## config.mk

```make
export PLATFORM = sky130hd
export DESIGN_NAME = csma_ca_backoff_engine_core
export DESIGN_NICKNAME = d
export VERILOG_FILES = /design/src/hw/rtl/csma_pkg.sv /design/src/hw/rtl/csma_delay_draw.sv /design/src/hw/rtl/csma_ca_backoff_engine_core.sv
export SDC_FILE = /design/constraint.sdc
export NUM_CORES = 1
export LEC_CHECK = 0
export BUFFER_PORTS_ARGS = -buffer_cell sky130_fd_sc_hd__buf_2
export CORE_ASPECT_RATIO = 1.75
export CORE_MARGIN = 4
export CORE_UTILIZATION = 30
export CTS_CLUSTER_DIAMETER = 200
export CTS_CLUSTER_SIZE = 16
export DETAILED_ROUTE_END_ITERATION = 12
export PLACE_DENSITY = 0.41
export SKIP_LAST_GASP = 1
export SLEW_MARGIN = 40
export SYNTH_ARGS = -nofsm -noshare
export SYNTH_HDL_FRONTEND = slang
export SYNTH_SLANG_ARGS = --single-unit
```

## constraint.sdc

```tcl
create_clock -name clk -period 19.15 [get_ports clk]
set_input_delay 0.9575 -clock clk [delete_from_list [all_inputs] [get_ports clk]]
set_output_delay 0.9575 -clock clk [all_outputs]
set_load 0.01 [all_outputs]
```

## src/hw/rtl/csma_pkg.sv

```systemverilog
// csma_pkg: widths, register indexes and opcode/status codes for the
// unslotted CSMA-CA backoff engine. No dependencies.
package csma_pkg;

  localparam int RANDOM_WIDTH = 8;
  localparam int DELAY_WIDTH  = 18;

  localparam int BE_W      = 4;
  localparam int ATT_W     = 4;
  localparam int NB_W      = 3;
  localparam int UNIT_W    = 10;
  localparam int CFG_IDX_W = 3;
  localparam int CFG_DAT_W = 10;

  localparam int PROD_W = RANDOM_WIDTH + UNIT_W;
  localparam int SAT_W  = (PROD_W > DELAY_WIDTH) ? PROD_W : DELAY_WIDTH;

  localparam logic [CFG_IDX_W-1:0] REG_MIN_BE       = CFG_IDX_W'(0);
  localparam logic [CFG_IDX_W-1:0] REG_MAX_BE       = CFG_IDX_W'(1);
  localparam logic [CFG_IDX_W-1:0] REG_MAX_BACKOFFS = CFG_IDX_W'(2);
  localparam logic [CFG_IDX_W-1:0] REG_UNIT_TICKS   = CFG_IDX_W'(3);

  localparam logic OP_TICK  = 1'b0;
  localparam logic OP_START = 1'b1;

  localparam logic ST_CLEAR     = 1'b0;
  localparam logic ST_EXHAUSTED = 1'b1;

  localparam logic [BE_W-1:0]   RST_MIN_BE       = BE_W'(3);
  localparam logic [BE_W-1:0]   RST_MAX_BE       = BE_W'(5);
  localparam logic [NB_W-1:0]   RST_MAX_BACKOFFS = NB_W'(4);
  localparam logic [UNIT_W-1:0] RST_UNIT_TICKS   = UNIT_W'(20);

endpackage

```

## src/hw/rtl/csma_delay_draw.sv

```systemverilog
// csma_delay_draw: backoff delay = (random AND (2^be - 1)) * unit_ticks,
// saturated to the countdown width. Depends on csma_pkg.
module csma_delay_draw import csma_pkg::*; (
  input  logic [BE_W-1:0]         be,
  input  logic [RANDOM_WIDTH-1:0] rnd,
  input  logic [UNIT_W-1:0]       unit_ticks,
  output logic [DELAY_WIDTH-1:0]  delay
);

  localparam logic [SAT_W-1:0] LIMIT = SAT_W'({DELAY_WIDTH{1'b1}});

  logic [RANDOM_WIDTH-1:0] mask;
  logic [PROD_W-1:0]       prod;
  logic [SAT_W-1:0]        prod_ext;

  always_comb begin
    for (int i = 0; i < RANDOM_WIDTH; i++) begin
      mask[i] = (i < int'(be));
    end
  end

  assign prod     = PROD_W'(rnd & mask) * PROD_W'(unit_ticks);
  assign prod_ext = SAT_W'(prod);
  assign delay    = (prod_ext > LIMIT) ? DELAY_WIDTH'(LIMIT) : DELAY_WIDTH'(prod_ext);

endmodule

```

## src/hw/rtl/csma_ca_backoff_engine_core.sv

```systemverilog
// csma_ca_backoff_engine_core: unslotted CSMA-CA backoff engine top level.
// Depends on csma_pkg and csma_delay_draw.
//
//   channel | signals                                         | handshake
//   --------+-------------------------------------------------+-----------------
//   in      | opcode, random_byte, cca_clear                  | in_valid/in_stall
//   out     | access_status, attempts_used                    | out_valid/out_stall
//   cfg     | cfg_index, cfg_data                             | cfg_we
//
// One item per cycle while in_stall is low; state updates at the accepting edge,
// a result goes to out (skid if out held); the 8x10 multiply draw is combinational.
// Two-entry output buffer: in_stall rises only once both entries hold results.
// rst is synchronous, active high; all but the output and skid data registers reset.
module csma_ca_backoff_engine_core import csma_pkg::*; (
  input  logic                    clk,
  input  logic                    rst,
  input  logic                    in_valid,
  output logic                    in_stall,
  input  logic                    opcode,
  input  logic [RANDOM_WIDTH-1:0] random_byte,
  input  logic                    cca_clear,
  output logic                    out_valid,
  input  logic                    out_stall,
  output logic                    access_status,
  output logic [ATT_W-1:0]        attempts_used,
  input  logic                    cfg_we,
  input  logic [CFG_IDX_W-1:0]    cfg_index,
  input  logic [CFG_DAT_W-1:0]    cfg_data
);

  logic [BE_W-1:0]   min_be;
  logic [BE_W-1:0]   max_be;
  logic [NB_W-1:0]   max_backoffs;
  logic [UNIT_W-1:0] unit_ticks;

  logic                   busy, busy_next;
  logic [BE_W-1:0]        backoff_exponent, backoff_exponent_next;
  logic [ATT_W-1:0]       failed_attempts, failed_attempts_next;
  logic [DELAY_WIDTH-1:0] delay_remaining, delay_remaining_next;

  logic             skid_valid;
  logic             skid_status;
  logic [ATT_W-1:0] skid_attempts;

  logic             fire, pop, produce;
  logic             res_status;
  logic [ATT_W-1:0] res_attempts;
  logic [ATT_W-1:0] fa_inc;
  logic [BE_W:0]    be_sum;
  logic [BE_W-1:0]  be_inc;
  logic [BE_W-1:0]  draw_be;
  logic [DELAY_WIDTH-1:0] drawn;

  always_ff @(posedge clk) begin
    if (rst) begin
      min_be       <= RST_MIN_BE;
      max_be       <= RST_MAX_BE;
      max_backoffs <= RST_MAX_BACKOFFS;
      unit_ticks   <= RST_UNIT_TICKS;
    end else if (cfg_we) begin
      case (cfg_index)
        REG_MIN_BE:       min_be       <= cfg_data[BE_W-1:0];
        REG_MAX_BE:       max_be       <= cfg_data[BE_W-1:0];
        REG_MAX_BACKOFFS: max_backoffs <= cfg_data[NB_W-1:0];
        REG_UNIT_TICKS:   unit_ticks   <= cfg_data[UNIT_W-1:0];
        default: ;
      endcase
    end
  end

  assign in_stall = skid_valid;
  assign fire     = in_valid && !in_stall;
  assign pop      = out_valid && !out_stall;

  assign fa_inc  = failed_attempts + ATT_W'(1);
  assign be_sum  = {1'b0, backoff_exponent} + (BE_W+1)'(1);
  assign be_inc  = (be_sum > {1'b0, max_be}) ? max_be : be_sum[BE_W-1:0];
  assign draw_be = (opcode == OP_START) ? min_be : be_inc;

  csma_delay_draw u_draw (
    .be         (draw_be),
    .rnd        (random_byte),
    .unit_ticks (unit_ticks),
    .delay      (drawn)
  );

  always_comb begin
    busy_next             = busy;
    backoff_exponent_next = backoff_exponent;
    failed_attempts_next  = failed_attempts;
    delay_remaining_next  = delay_remaining;
    produce               = 1'b0;
    res_status            = ST_CLEAR;
    res_attempts          = failed_attempts;
    if (fire) begin
      if (opcode == OP_START) begin
        if (!busy) begin
          busy_next             = 1'b1;
          backoff_exponent_next = min_be;
          failed_attempts_next  = '0;
          delay_remaining_next  = drawn;
        end
      end else if (busy) begin
        if (delay_remaining != '0) begin
          delay_remaining_next = delay_remaining - DELAY_WIDTH'(1);
        end else if (cca_clear) begin
          busy_next = 1'b0;
          produce   = 1'b1;
        end else begin
          failed_attempts_next  = fa_inc;
          backoff_exponent_next = be_inc;
          if (fa_inc > ATT_W'(max_backoffs)) begin
            busy_next    = 1'b0;
            produce      = 1'b1;
            res_status   = ST_EXHAUSTED;
            res_attempts = fa_inc;
          end else begin
            delay_remaining_next = drawn;
          end
        end
      end
    end
  end

  always_ff @(posedge clk) begin
    if (rst) begin
      busy             <= 1'b0;
      backoff_exponent <= '0;
      failed_attempts  <= '0;
      delay_remaining  <= '0;
    end else begin
      busy             <= busy_next;
      backoff_exponent <= backoff_exponent_next;
      failed_attempts  <= failed_attempts_next;
      delay_remaining  <= delay_remaining_next;
    end
  end

  // output register plus skid entry
  always_ff @(posedge clk) begin
    if (rst) begin
      out_valid  <= 1'b0;
      skid_valid <= 1'b0;
    end else if (!out_valid || pop) begin
      if (skid_valid) begin
        out_valid  <= 1'b1;
        skid_valid <= produce;
      end else begin
        out_valid  <= produce;
      end
    end else if (produce) begin
      skid_valid <= 1'b1;
    end
  end

  always_ff @(posedge clk) begin
    if (!out_valid || pop) begin
      if (skid_valid) begin
        access_status <= skid_status;
        attempts_used <= skid_attempts;
      end else begin
        access_status <= res_status;
        attempts_used <= res_attempts;
      end
    end
    if (produce && (skid_valid || (out_valid && !pop))) begin
      skid_status   <= res_status;
      skid_attempts <= res_attempts;
    end
  end

  a_skid_behind_out: assert property (@(posedge clk) disable iff (rst)
    skid_valid |-> out_valid)
    else $error("skid entry holds an item while output register is empty");

  a_skid_on_stalled_result: assert property (@(posedge clk) disable iff (rst)
    (produce && out_valid && out_stall) |=> skid_valid)
    else $error("result produced behind a stalled output was not captured");

  a_end_has_result: assert property (@(posedge clk) disable iff (rst)
    (busy && !busy_next) |-> produce)
    else $error("access ended without a result");

  a_idle_no_delay: assert property (@(posedge clk) disable iff (rst)
    !busy |-> (delay_remaining == '0))
    else $error("countdown nonzero while idle");

endmodule
```

* Word-level counts from Yosys, hierarchy flattened *
Index checks and enable logic that the tools add are counted.

cells by class
  add/subtract/negate cells = 3
  $mul = 1
  $lt $le $gt $ge = 11
  equal/unequal tests = 8
  muxes and demuxes = 47
  bitwise gates (word level) = 1
  reductions and logical operators = 20

operators by type and width
  cell                                                number
  2-to-1 mux 18 bit                                   7
  2-to-1 mux 4 bit                                    19
  2-to-1 mux 1 bit                                    21
  > comparator 18 bit, second input constant          1
  multiplier 18 x 10 -> 18 bit                        1
  nonzero test 18 bit                                 1
  subtractor 18 x 1 -> 18 bit, second input constant  1
  < comparator 3 x 4 -> 1 bit, first input constant   4
  AND reduction 5 bit                                 2
  AND 8 bit                                           1
  < comparator 1 x 4 -> 1 bit, first input constant   2
  < comparator 2 x 4 -> 1 bit, first input constant   2
  AND reduction 2 bit                                 4
  == test 3 x 2 -> 1 bit, second input constant       2
  inequality test 2 bit, second input constant        3
  adder 4 x 1 -> 5 bit, second input constant         1
  > comparator 5 x 4 -> 1 bit                         1
  adder 4 x 1 -> 4 bit, second input constant         1
  > comparator 4 x 3 -> 1 bit                         1
  logical AND 1 bit                                   4
  zero test 1 bit                                     4
  nonzero test 2 bit                                  2
  == test 3 x 1 -> 1 bit, second input constant       1
  zero test 3 bit                                     1
  other kinds (3)                                     4

word-level totals
  flip-flop bits (word level) = 60
  output and inout port bits = 7
  logic and storage cells = 105

* Depth between registers and ports, before layout *
Gate-level depths: netlist of run 1.

  depth in word-level cells = 14
  depth in mapped cells = 27
  mapped depth without buffers = 26

* Hierarchy *
From an unflattened synthesis of run 1, not the netlist that was laid out.

second synthesis, totals
  cell total of the unflattened synthesis = 700
  area, all modules = 5,868.1 um^2

modules (own cells, without submodules)
  module                       times used  cells each  area each (um^2)  sequential area each (um^2)
  csma_ca_backoff_engine_core  1           389         3,193.1           1,301.2
  csma_delay_draw              1           311         2,675.1           0.0

* Worst setup path after synthesis of run 1 *
OpenSTA, ideal clock, no wires.

  path type = reg2reg
  start point = reg backoff_exponent[0]
  end point = reg delay_remaining[14]
  arrival time = 6.262 ns
  data required time = 19.014 ns
  setup slack = 12.752 ns
  stages on the path, launching flop included = 25
  path buffers = 1
  period minus slack after synthesis = 6.398 ns
  path through = dfxtp_1 > ha_1 > xor2_1 > ha_1 > or2_2 > o21a_1 > o311ai_0 > a22oi_1 > nand2b_1 > o21ai_1 > and2_1 > fa_1 > fa_1 > fa_1 > inv_1 > fa_1 > inv_1 > ha_1 > clkbuf_1 > a211o_1 > o21ai_0 > o21ai_0 > a21oi_1 > nor3b_1 > o32ai_1

on the way
  cells in the longest elaborated chain, start to end = 14
  elaborated cells between the ends (all ways) = 22

ends and longest elaborated chain
  element                                              line                                source
  from (decl)                                          csma_ca_backoff_engine_core.sv:37   logic [BE_W-1:0] backoff_exponent, backoff_exponent_next;
  from (signal assigned)                               csma_ca_backoff_engine_core.sv:133  backoff_exponent <= backoff_exponent_next;
  adder 4 x 1 -> 5 bit (*)                             csma_ca_backoff_engine_core.sv:76   assign be_sum = {1'b0, backoff_exponent} + (BE_W+1)'(1);
  > comparator 5 x 4 -> 1 bit                          csma_ca_backoff_engine_core.sv:77   assign be_inc = (be_sum > {1'b0, max_be}) ? max_be : be_sum[BE_W-1:0];
  2-to-1 mux 4 bit (*)                                 csma_ca_backoff_engine_core.sv:77
  2-to-1 mux 4 bit (*)                                 csma_ca_backoff_engine_core.sv:78   assign draw_be = (opcode == OP_START) ? min_be : be_inc;
  < comparator 1 x 4 -> 1 bit (tied with other cells)  csma_delay_draw.sv:18               mask[i] = (i < int'(be));
  AND 8 bit (*)                                        csma_delay_draw.sv:22               assign prod = PROD_W'(rnd & mask) * PROD_W'(unit_ticks);
  multiplier 18 x 10 -> 18 bit (*)                     csma_delay_draw.sv:22
  > comparator 18 bit                                  csma_delay_draw.sv:24               assign delay = (prod_ext > LIMIT) ? DELAY_WIDTH'(LIMIT) : DELAY_WIDTH'(prod_ext);
  2-to-1 mux 18 bit (*)                                csma_delay_draw.sv:24
  2-to-1 mux 18 bit                                    csma_ca_backoff_engine_core.sv:112  if (fa_inc > ATT_W'(max_backoffs)) begin
  2-to-1 mux 18 bit                                    csma_ca_backoff_engine_core.sv:106  end else if (cca_clear) begin
  2-to-1 mux 18 bit                                    csma_ca_backoff_engine_core.sv:104  if (delay_remaining != '0) begin
  2-to-1 mux 18 bit                                    csma_ca_backoff_engine_core.sv:103  end else if (busy) begin
  2-to-1 mux 18 bit (*)                                csma_ca_backoff_engine_core.sv:96   if (opcode == OP_START) begin
  to (signal assigned)                                 csma_ca_backoff_engine_core.sv:135  delay_remaining <= delay_remaining_next;
  to (decl)                                            csma_ca_backoff_engine_core.sv:39   logic [DELAY_WIDTH-1:0] delay_remaining, delay_remaining_next;

Every way passes the cells marked *; elsewhere a longest branch is shown, timed or not. The select of a mux whose other input is x is not followed.
A chain may end at the register's enable or synchronous reset.

* Worst setup path in the final report of run 1 *
  start point = reg backoff_exponent[0]
  end point = reg delay_remaining[17]

Same word-level chain as after synthesis.

==> results by group, run 1 <==
STA
  • Minimum clock period after layout: 7400 ps
  • Worst clock skew: a little under 9 ps
  • Sum of negative setup slack: 0 ps
  • Hold Violations, Final: 0
  • Max-Slew Margin vs Limit: 44.1%
  • Final-report max-slew violation count: 0
  • Transition time at the pin with the least slew margin: between 800 and 900 ps
  • Post-route worst hold slack: 477 ps
  • Number of setup violations in the final report: 0
  • Post-route fraction of the period consumed by the critical path: 38.6%
  • Unrepaired setup endpoints after global routing: false
  • Fmax: ~140 MHz
  • Setup slack after layout: 11,750 ps

Cells and area
  • Non-filler instance count after layout: around 980
  • Area delta synth->final: 12.0%
  • Sequential Area: about 1300 um2
  • Number of fill cells in the layout: 2,027
  • Net count, final: 860
  • Proportion of layout cells with a drive suffix above 1: a little over a tenth
  • Number of diodes: 0
  • Area of combinational cells with multiple inputs: 4310 um2

Power
  • Power share of the clock group: 28.8%
  • Standby leakage power: 3.13 nW
  • Fraction of power spent switching nets: between 30% and 40%
  • Seq pwr share: between 20% and 30%
  • Switching power: between 0.0002 and 0.00025 W
  • Comb power frac: 41.5%
  • Peak supply drop: 0.0561 mV
  • Internal Dissipation: 0.000308 W
  • Power density over the cells: 77.1 nW/um2

Routing
  • Wire length per cell: 17.7 um
  • Drt pass-1 iters: 4
  • Total number of vias: 5,139
  • Remaining antenna violation count after routing: 0
  • Remaining routing DRC violations: 0
  • Routed Wire Length: ~17,000 um
  • Number of DRC violations after detailed-routing iteration 0: 209
  • Number of vias per cell after detailed routing: 5.24

Setup path
  • Critical Path Start: backoff_exponent[0]
  • Crit. End Element: flip-flop
  • Crit Path Category: flip-flop to flip-flop
  • Most Frequent Cell on Critical Path: fa_1
  • Reg2reg start: backoff_exponent[0]
  • Worst Setup EP: delay_remaining[17]
  • Data required, critical path: 19,410 ps
  • Gate family responsible for the most delay along the worst path: adder cells
  • Instance count on the critical path: 24
  • Critical path launch point type: flip-flop
  • Cell with the largest stage delay on the worst path: fa_1
  • Critical path fanouts, max: 10
  • List of cells traversed by the critical path: ha_1 > xor2_1 > ha_1 > o21a_1 > o21a_1 > o311ai_0 > a22oi_1 > nand2b_1 > o21ai_1 > and2_1 > fa_1 > fa_1 > fa_1 > inv_1 > fa_1 > inv_1 > ha_1 > a211oi_1 > nand4_1 > a22oi_1 > o21ai_0 > o21ai_0 > o211ai_1 > a21oi_1
  • Arrival time of the worst setup path: 7660 ps
  • Worst reg2reg path endpoint: delay_remaining[17]
  • R2R depth: 24
  • Crit path buf inv count: 2
  • Internal reg-to-reg setup slack: 11,750 ps
  • Largest stage delay on the critical path: 560 ps

Yosys
  • Multiplexer fraction of the synthesized cell area: 3.38%
  • Most used flip-flop cell after synthesis: dfxtp_1
  • Synthesized-area fraction occupied by and/or/nand/nor cells: ~24%
  • Top area cells in the synthesized netlist: dfxtp_1 17%, fa_1 16%, ha_1 10%
  • Adder and majority gate portion of the synthesized area: 26.4%
  • Xor and xnor fraction of the mapped netlist area: 3.17%
  • Number of distinct library cells after synthesis: 63
  • Synth Cell Area: ~6000 um2
  • Yosys warns: 0
  • Main combinational cell family by area after synthesis: adder cells
  • Fraction of post-synthesis cell area in the top cell type by area: 16.8%
  • EDFF count, synth: 10
  • Mean instance size in the synthesized netlist: ~8.4 um2
  • Sequential element share of the synthesized area: 21.8%
  • Largest area contributor in the netlist: dfxtp_1
  • Post-Syn Nets: around 830
  • Synthesis-stage register bit count: 60
  • Synthesized netlist cell count: 706
  • FFs w/ async S/R, synth: 0%
  • Synthesized-area fraction occupied by ao, oa, aoi and oai cells: between 15 and 20%

Clock network
  • Clk Latency, worst-skew pair: 330 ps
  • Inserted Clock Buffers: 9
  • Number of post-CTS setup repair buffers: 0
  • Number of instances resized during post-cts repair: 0
  • Total number of H-tree levels: 3
  • Maximum buffer depth of the clock tree: 2
  • Clock root buffer: clkbuf_16
  • Clock tree from TritonCTS: done
  • Clock-pin slew on the worst setup and hold paths: 50 ps
  • CTS Hold Buffers Added: 0
  • Sinks on Clock Net: 60

Floorplan
  • Standard-cell row count: 67
  • Die Span X: 115 um
  • Number of primary I/O pins: 35
  • DIE HEIGHT: 194 um
  • Placeable core region: 19,400 um2
  • Initial standard-cell utilization of the core: between 30% and 40%
  • Die area: 22,300 um2

GRT
  • First-pass GRT wire length: ~29,000 um
  • Overflow after GRT: 0
  • Total global-route track usage: 16.5%
  • Vias in the first global route: around 5,500
  • Largest net degree at the start of global routing: 45
  • Antenna violations before repair: 0

Placement
  • Post-detail-place hpwl: 13,900 um
  • Post-Place Worst Slack: about 12,000 ps
  • Number of buffer cells added on primary ports: 34
  • Inst Count DP: 965
  • Global placement routability congestion: approximately 0.85

Run status
  • Run status: finished, final reports clean

Min path
  • Cell depth of the worst min-delay path: 2
  • Min-Delay Path Class: flip-flop to flip-flop

Flow run
  • Reported max-cap violation count: 0
==> tightest hold or removal path: stages, from the launching register on <==
cell and delay, ps:
dfxtp_1 310, nand2_1 60, a21oi_1 60
==> cell type report <==
type | count | share of cell area, %
clock buffers | 12 | 3.70
inverters | 74 | 4.17
repair buffers | 39 | 3.15
well taps | 241 | 4.52
multi-input cells | 551 | 64.6
flip-flops and latches | 60 | 19.5
clock inverters | 4 | 0.375
==> through the flow <==
step | utilization, % | power [W] | cell area, um2
floorplan | - | 0.000303 | 5960
global placement | 33.0 | 0.000369 | 6380
detailed placement | 33.0 | 0.000369 | 6400
CTS | 34.4 | 0.000523 | 6670
global route | 34.4 | 0.000557 | 6670
finish | 34.4 | 0.000514 | 6670
==> sequential cells by signal (all words and copies together) (netlist names), 4 cells and up <==
register / cells
unit_ticks: 10
backoff_exponent: 4
skid_attempts: 4
max_be: 4
delay_remaining: 18
min_be: 4
attempts_used: 4
failed_attempts: 4
==> synth_stat cells, types with 6 or more instances <==
cell type and number:
edfxtp_1 10, nand2_1 71, o211ai_1 8, a31oi_1 10
xor2_1 8, clkbuf_1 19, mux2i_1 13, nor3_1 19
nand3_1 22, a211oi_1 6, o21ai_0 32, ha_1 49
inv_1 73, fa_1 48, a21oi_1 49, nor2b_1 6
xnor2_1 8, nor2_1 37, and2_1 46, and3_1 30
dfxtp_1 50
==> cell usage in the layout, fill, tap and decap left out, types with 5 or more instances in the layout <==
cell type,instances
clkbuf_16,9
and2_1,46
buf_2,33
edfxtp_1,10
xnor2_1,8
nor2b_1,6
o21ai_0,32
mux2i_1,13
nor2_1,37
a31oi_1,9
nand2b_1,5
xor2_1,8
nor3b_1,5
a21o_1,5
dfxtp_1,50
nor3_1,19
buf_4,6
a21oi_1,49
nand4_1,5
mux2_2,5
nand3_1,22
and3_1,30
inv_1,73
ha_1,49
a211oi_1,6
o211ai_1,8
nor4_1,5
nand2_1,71
fa_1,48
==> power by group through the flow <==
| stage | Combinational (W) | Sequential (W) | Clock [W] |
|---|---|---|---|
| floorplan | 0.000152 | 0.000151 | 0 |
| global placement | 0.000214 | 0.000155 | 0 |
| detailed placement | 0.000215 | 0.000155 | 0 |
| CTS | 0.000216 | 0.000152 | 0.000155 |
| global route | 0.000243 | 0.000154 | 0.000160 |
| finish | 0.000213 | 0.000153 | 0.000148 |
==> worst min-delay path by stage <==
stage / to / startpoint
3_5_place_dp: delay_remaining[15] / delay_remaining[15]
3_3_place_gp: delay_remaining[15] / delay_remaining[15]
2_1_floorplan: delay_remaining[15] / delay_remaining[15]
5_1_grt: delay_remaining[15] / delay_remaining[15]
6_report: delay_remaining[15] / delay_remaining[15]
4_1_cts: delay_remaining[15] / delay_remaining[15]
==> kinds of logic after synthesis <==
| family | Yosys count |
|---|---|
| AND/OR/NAND/NOR | 269 |
| AO/OA/AOI/OAI | 147 |
| adder cells (fa/ha/maj) | 97 |
| buffers and inverters | 95 |
| flip-flops | 60 |
| XOR/XNOR | 19 |
| multiplexers | 19 |
==> routing by layer <==
metal	wire length (um)	GRT usage, %	vias to the layer above
met2	9890	31.3	91
met5	0	0	-
li1	-	-	2497
met4	510	7.00	0
met1	6630	17.6	2524
met3	346	2.18	27
Note: power is estimated with default switching activity, not from simulation.
==> run 2: changes to the inputs <==
--- a/config.mk
+++ b/config.mk
@@ -5,6 +5,7 @@
 export SDC_FILE = /design/constraint.sdc
 export NUM_CORES = 1
 export LEC_CHECK = 0
+export ABC_AREA = 1
 export BUFFER_PORTS_ARGS = -buffer_cell sky130_fd_sc_hd__buf_2
 export CORE_ASPECT_RATIO = 1.75
 export CORE_MARGIN = 4
@@ -12,7 +13,7 @@
 export CTS_CLUSTER_DIAMETER = 200
 export CTS_CLUSTER_SIZE = 16
 export DETAILED_ROUTE_END_ITERATION = 12
-export PLACE_DENSITY = 0.41
+export PLACE_DENSITY = 0.43
 export SKIP_LAST_GASP = 1
 export SLEW_MARGIN = 40
 export SYNTH_ARGS = -nofsm -noshare
==> constraint.sdc (replaced) <==
create_clock -name clk -period 6.28 [get_ports clk]
set_input_delay 0.314 -clock clk [delete_from_list [all_inputs] [get_ports clk]]
set_output_delay 0.314 -clock clk [all_outputs]
set_load 0.01 [all_outputs]
==> results by group, run 2 <==
Cells and area
  • Net count, final: 997
  • Proportion of layout cells with a drive suffix above 1: between 10% and 20%
  • Most common cell after layout, fill and taps aside: nand2_1
  • Commonest cells after routing, fill and taps aside: 134 x nand2_1, 133 x inv_1, 126 x nor2_1, 48 x nand3_1, 48 x dfxtp_1
  • Register with the highest flop count: delay_remaining
  • Area delta synth->final: 17.3%
  • Number of diodes: 0
  • Flip-flop count of the largest register, all copies and words added: 18
  • Largest registers: delay_remaining (18), unit_ticks (10)
  • Final instance area: 6990 um2

Setup path
  • Crit path buf inv count: 5
  • Critical path launch point type: flip-flop
  • Critical path fanouts, max: 5
  • Data required, critical path: 6500 ps
  • Gate family responsible for the most delay along the worst path: adder cells
  • Cell with the largest stage delay on the worst path: fa_1
  • Crit. End Element: flip-flop
  • Crit Path Category: flip-flop to flip-flop
  • Arrival time of the worst setup path: roughly 6100 ps
  • Largest stage delay on the critical path: ~550 ps

Yosys
  • Synthesized netlist cell count: slightly above 800
  • Synthesis-stage register bit count: 60
  • Synth Cell Area: 5960 um2
  • Mean instance size in the synthesized netlist: 7.28 um2
  • EDFF count, synth: 10
  • Sequential element share of the synthesized area: between 20% and 30%
  • Post-Syn Nets: 943
  • Top area cells in the synthesized netlist: dfxtp_1 17%, fa_1 16%, ha_1 10%
  • Most used flip-flop cell after synthesis: dfxtp_1
  • Largest area contributor in the netlist: dfxtp_1
  • Number of distinct library cells after synthesis: 42
  • Fraction of post-synthesis cell area in the top cell type by area: 16.8%
  • FFs w/ async S/R, synth: 0%
  • Most used standard cell by instance count after synthesis: nand2_1
  • Most numerous cell types in the synthesized netlist: 141 x nand2_1, 133 x inv_1, 133 x nor2_1, 51 x a21oi_1, 50 x dfxtp_1
  • Yosys warns: 0

Floorplan
  • Number of primary I/O pins: 35
  • Die area: 22,300 um2
  • DIE HEIGHT: 194 um
  • Die Span X: 115 um
  • Placeable core region: 19,700 um2
  • Standard-cell row count: 68
  • Initial standard-cell utilization of the core: between 30% and 40%

GRT
  • Overflow after GRT: 0
  • Largest net degree at the start of global routing: 32
  • First-pass GRT wire length: 28,400 um
  • Total global-route track usage: ~16%
  • Vias in the first global route: 5,490
  • Antenna violations before repair: 0

Clock network
  • Clk Latency, worst-skew pair: 330 ps
  • Clock tree from TritonCTS: done
  • Clock root buffer: clkbuf_16
  • Sinks on Clock Net: 60
  • Total number of H-tree levels: 3
  • Maximum buffer depth of the clock tree: 2
  • Inserted Clock Buffers: 9
  • Clock-pin slew on the worst setup and hold paths: 50 ps

Routing
  • Detailed-route wire length on metal 1: between 6000 and 7000 um
  • Remaining routing DRC violations: 0
  • Wire length per cell: ~16 um
  • Remaining antenna violation count after routing: 0
  • Top layer in use: met4
  • Drt pass-1 iters: 4
  • Total met3 wirelength after detailed routing: around 240 um
  • Routed Wire Length: 17,700 um
  • Total number of vias: about 5,200
  • Total length of routed met2 wires: approximately 10,000 um
  • Number of vias per cell after detailed routing: approximately 4.7
  • Number of DRC violations after detailed-routing iteration 0: 207

Flow run
  • Reported max-cap violation count: 0

Placement
  • Instance area after placement: roughly 6500 um2
  • Post-detail-place hpwl: roughly 15,000 um
  • Global placement routability congestion: about 0.85
  • Number of buffer cells added on primary ports: 34

Min path
  • Min-Delay Path Class: primary input to flip-flop

STA
  • Post-route fraction of the period consumed by the critical path: 93.9%
  • Hold Violations, Final: 0
  • Final-report max-slew violation count: 0
  • Number of setup violations in the final report: 0
  • Minimum clock period after layout: 5900 ps
  • Worst clock skew: about 5.7 ps
  • Max-Slew Margin vs Limit: a little over half
  • Transition time at the pin with the least slew margin: 712 ps
  • Fmax: 170 MHz
  • Sum of negative setup slack: 0 ps

Power
  • Standby leakage power: 3.40 nW
  • Peak supply drop: 0.157 mV
  • Power density over the cells: 204 nW/um2

Run status
  • Run status: finished, final reports clean
## run 2: cell count changes after synthesis, moves of 26 or more
cell and change:
inv_1 +60, nand3_1 +26, nor2_1 +96, nand2_1 +70, and2_1 -45, and3_1 -30
## run 2: per-layer routing
layer  vias to the layer above  track usage (%)
met4                         0             6.43
met2                        48             32.2
met1                      2478             17.0
li1                       2701                -
met5                         -                0
met3                        22             1.78
## run 2: cells by family after synthesis
family	after synthesis	share of synthesized area [%]
buffers and inverters	150	10.0
adders and majority gates	97	26.4
AOI/OAI and AO/OA	115	10.4
and+or+nand+nor	370	27.4
xor gates and xnor gates	26	3.95
DFF	60	21.8
## run 2: metrics by stage
stage | instances | utilization [%] | power [W] | worst slack, ps | hold slack (ps)
floorplan | 818 | - | 0.000765 | 790 | 387
global placement | 1101 | 33.0 | 0.000900 | 107 | 442
detailed placement | 1101 | 33.0 | 0.000896 | 141 | 453
CTS | 1116 | 34.6 | 0.00143 | 99.1 | 245
global route | 1121 | 35.6 | 0.00153 | -29.2 | 263
finish | 1121 | 35.6 | 0.00143 | 382 | 249
## run 2: path summary, 6_finish.rpt
| check | startpoint | to | slack (ps) | cells after the start |
|---|---|---|---|---|
| worst max-delay path | backoff_exponent[0] | delay_remaining[14] | 380 | 31 |
| worst min-delay path | cfg_data[4] | unit_ticks[4] | 250 | 3 |
| worst max register to register | backoff_exponent[0] | delay_remaining[14] | 380 | 31 |
| worst min register to register | min_be[0] | min_be[0] | 460 | 2 |
## run 2: layout make-up
| class | count | area [um2] |
|---|---|---|
| fill | 2123 | 12700 |
| multi-input combinational | 608 | 4220 |
| sequential | 60 | 1300 |
| inverter | 136 | 510 |
| timing repair buffer | 57 | 343 |
| tap | 245 | 307 |
| clock buffer | 12 | 268 |
| clock inverter | 3 | 43.8 |
## run 2: where the power goes
group / switching, W / internal [W] / leakage, nW / total [W]
registers: 0.0000237 / 0.000414 / 0.512 / 0.000438
logic: 0.000291 / 0.000176 / 2.73 / 0.000467
clock network: 0.000183 / 0.000340 / 0.154 / 0.000523
## run 2: repair_timing
| item | 4_1_cts | 5_1_grt |
|---|---|---|
| gates resized for setup | 0 | 39 |
| buffers inserted | 0 | 5 |
| hold buffers | 0 | 0 |
| setup endpoints to repair | 0 | 11 |
## run 2: worst min-delay path: cells and delay by family
kind / cells / cell delay [ps]
AOI/OAI and AO/OA: 1 / 90
buffers and inverters: 1 / 70
and+or+nand+nor: 1 / 60
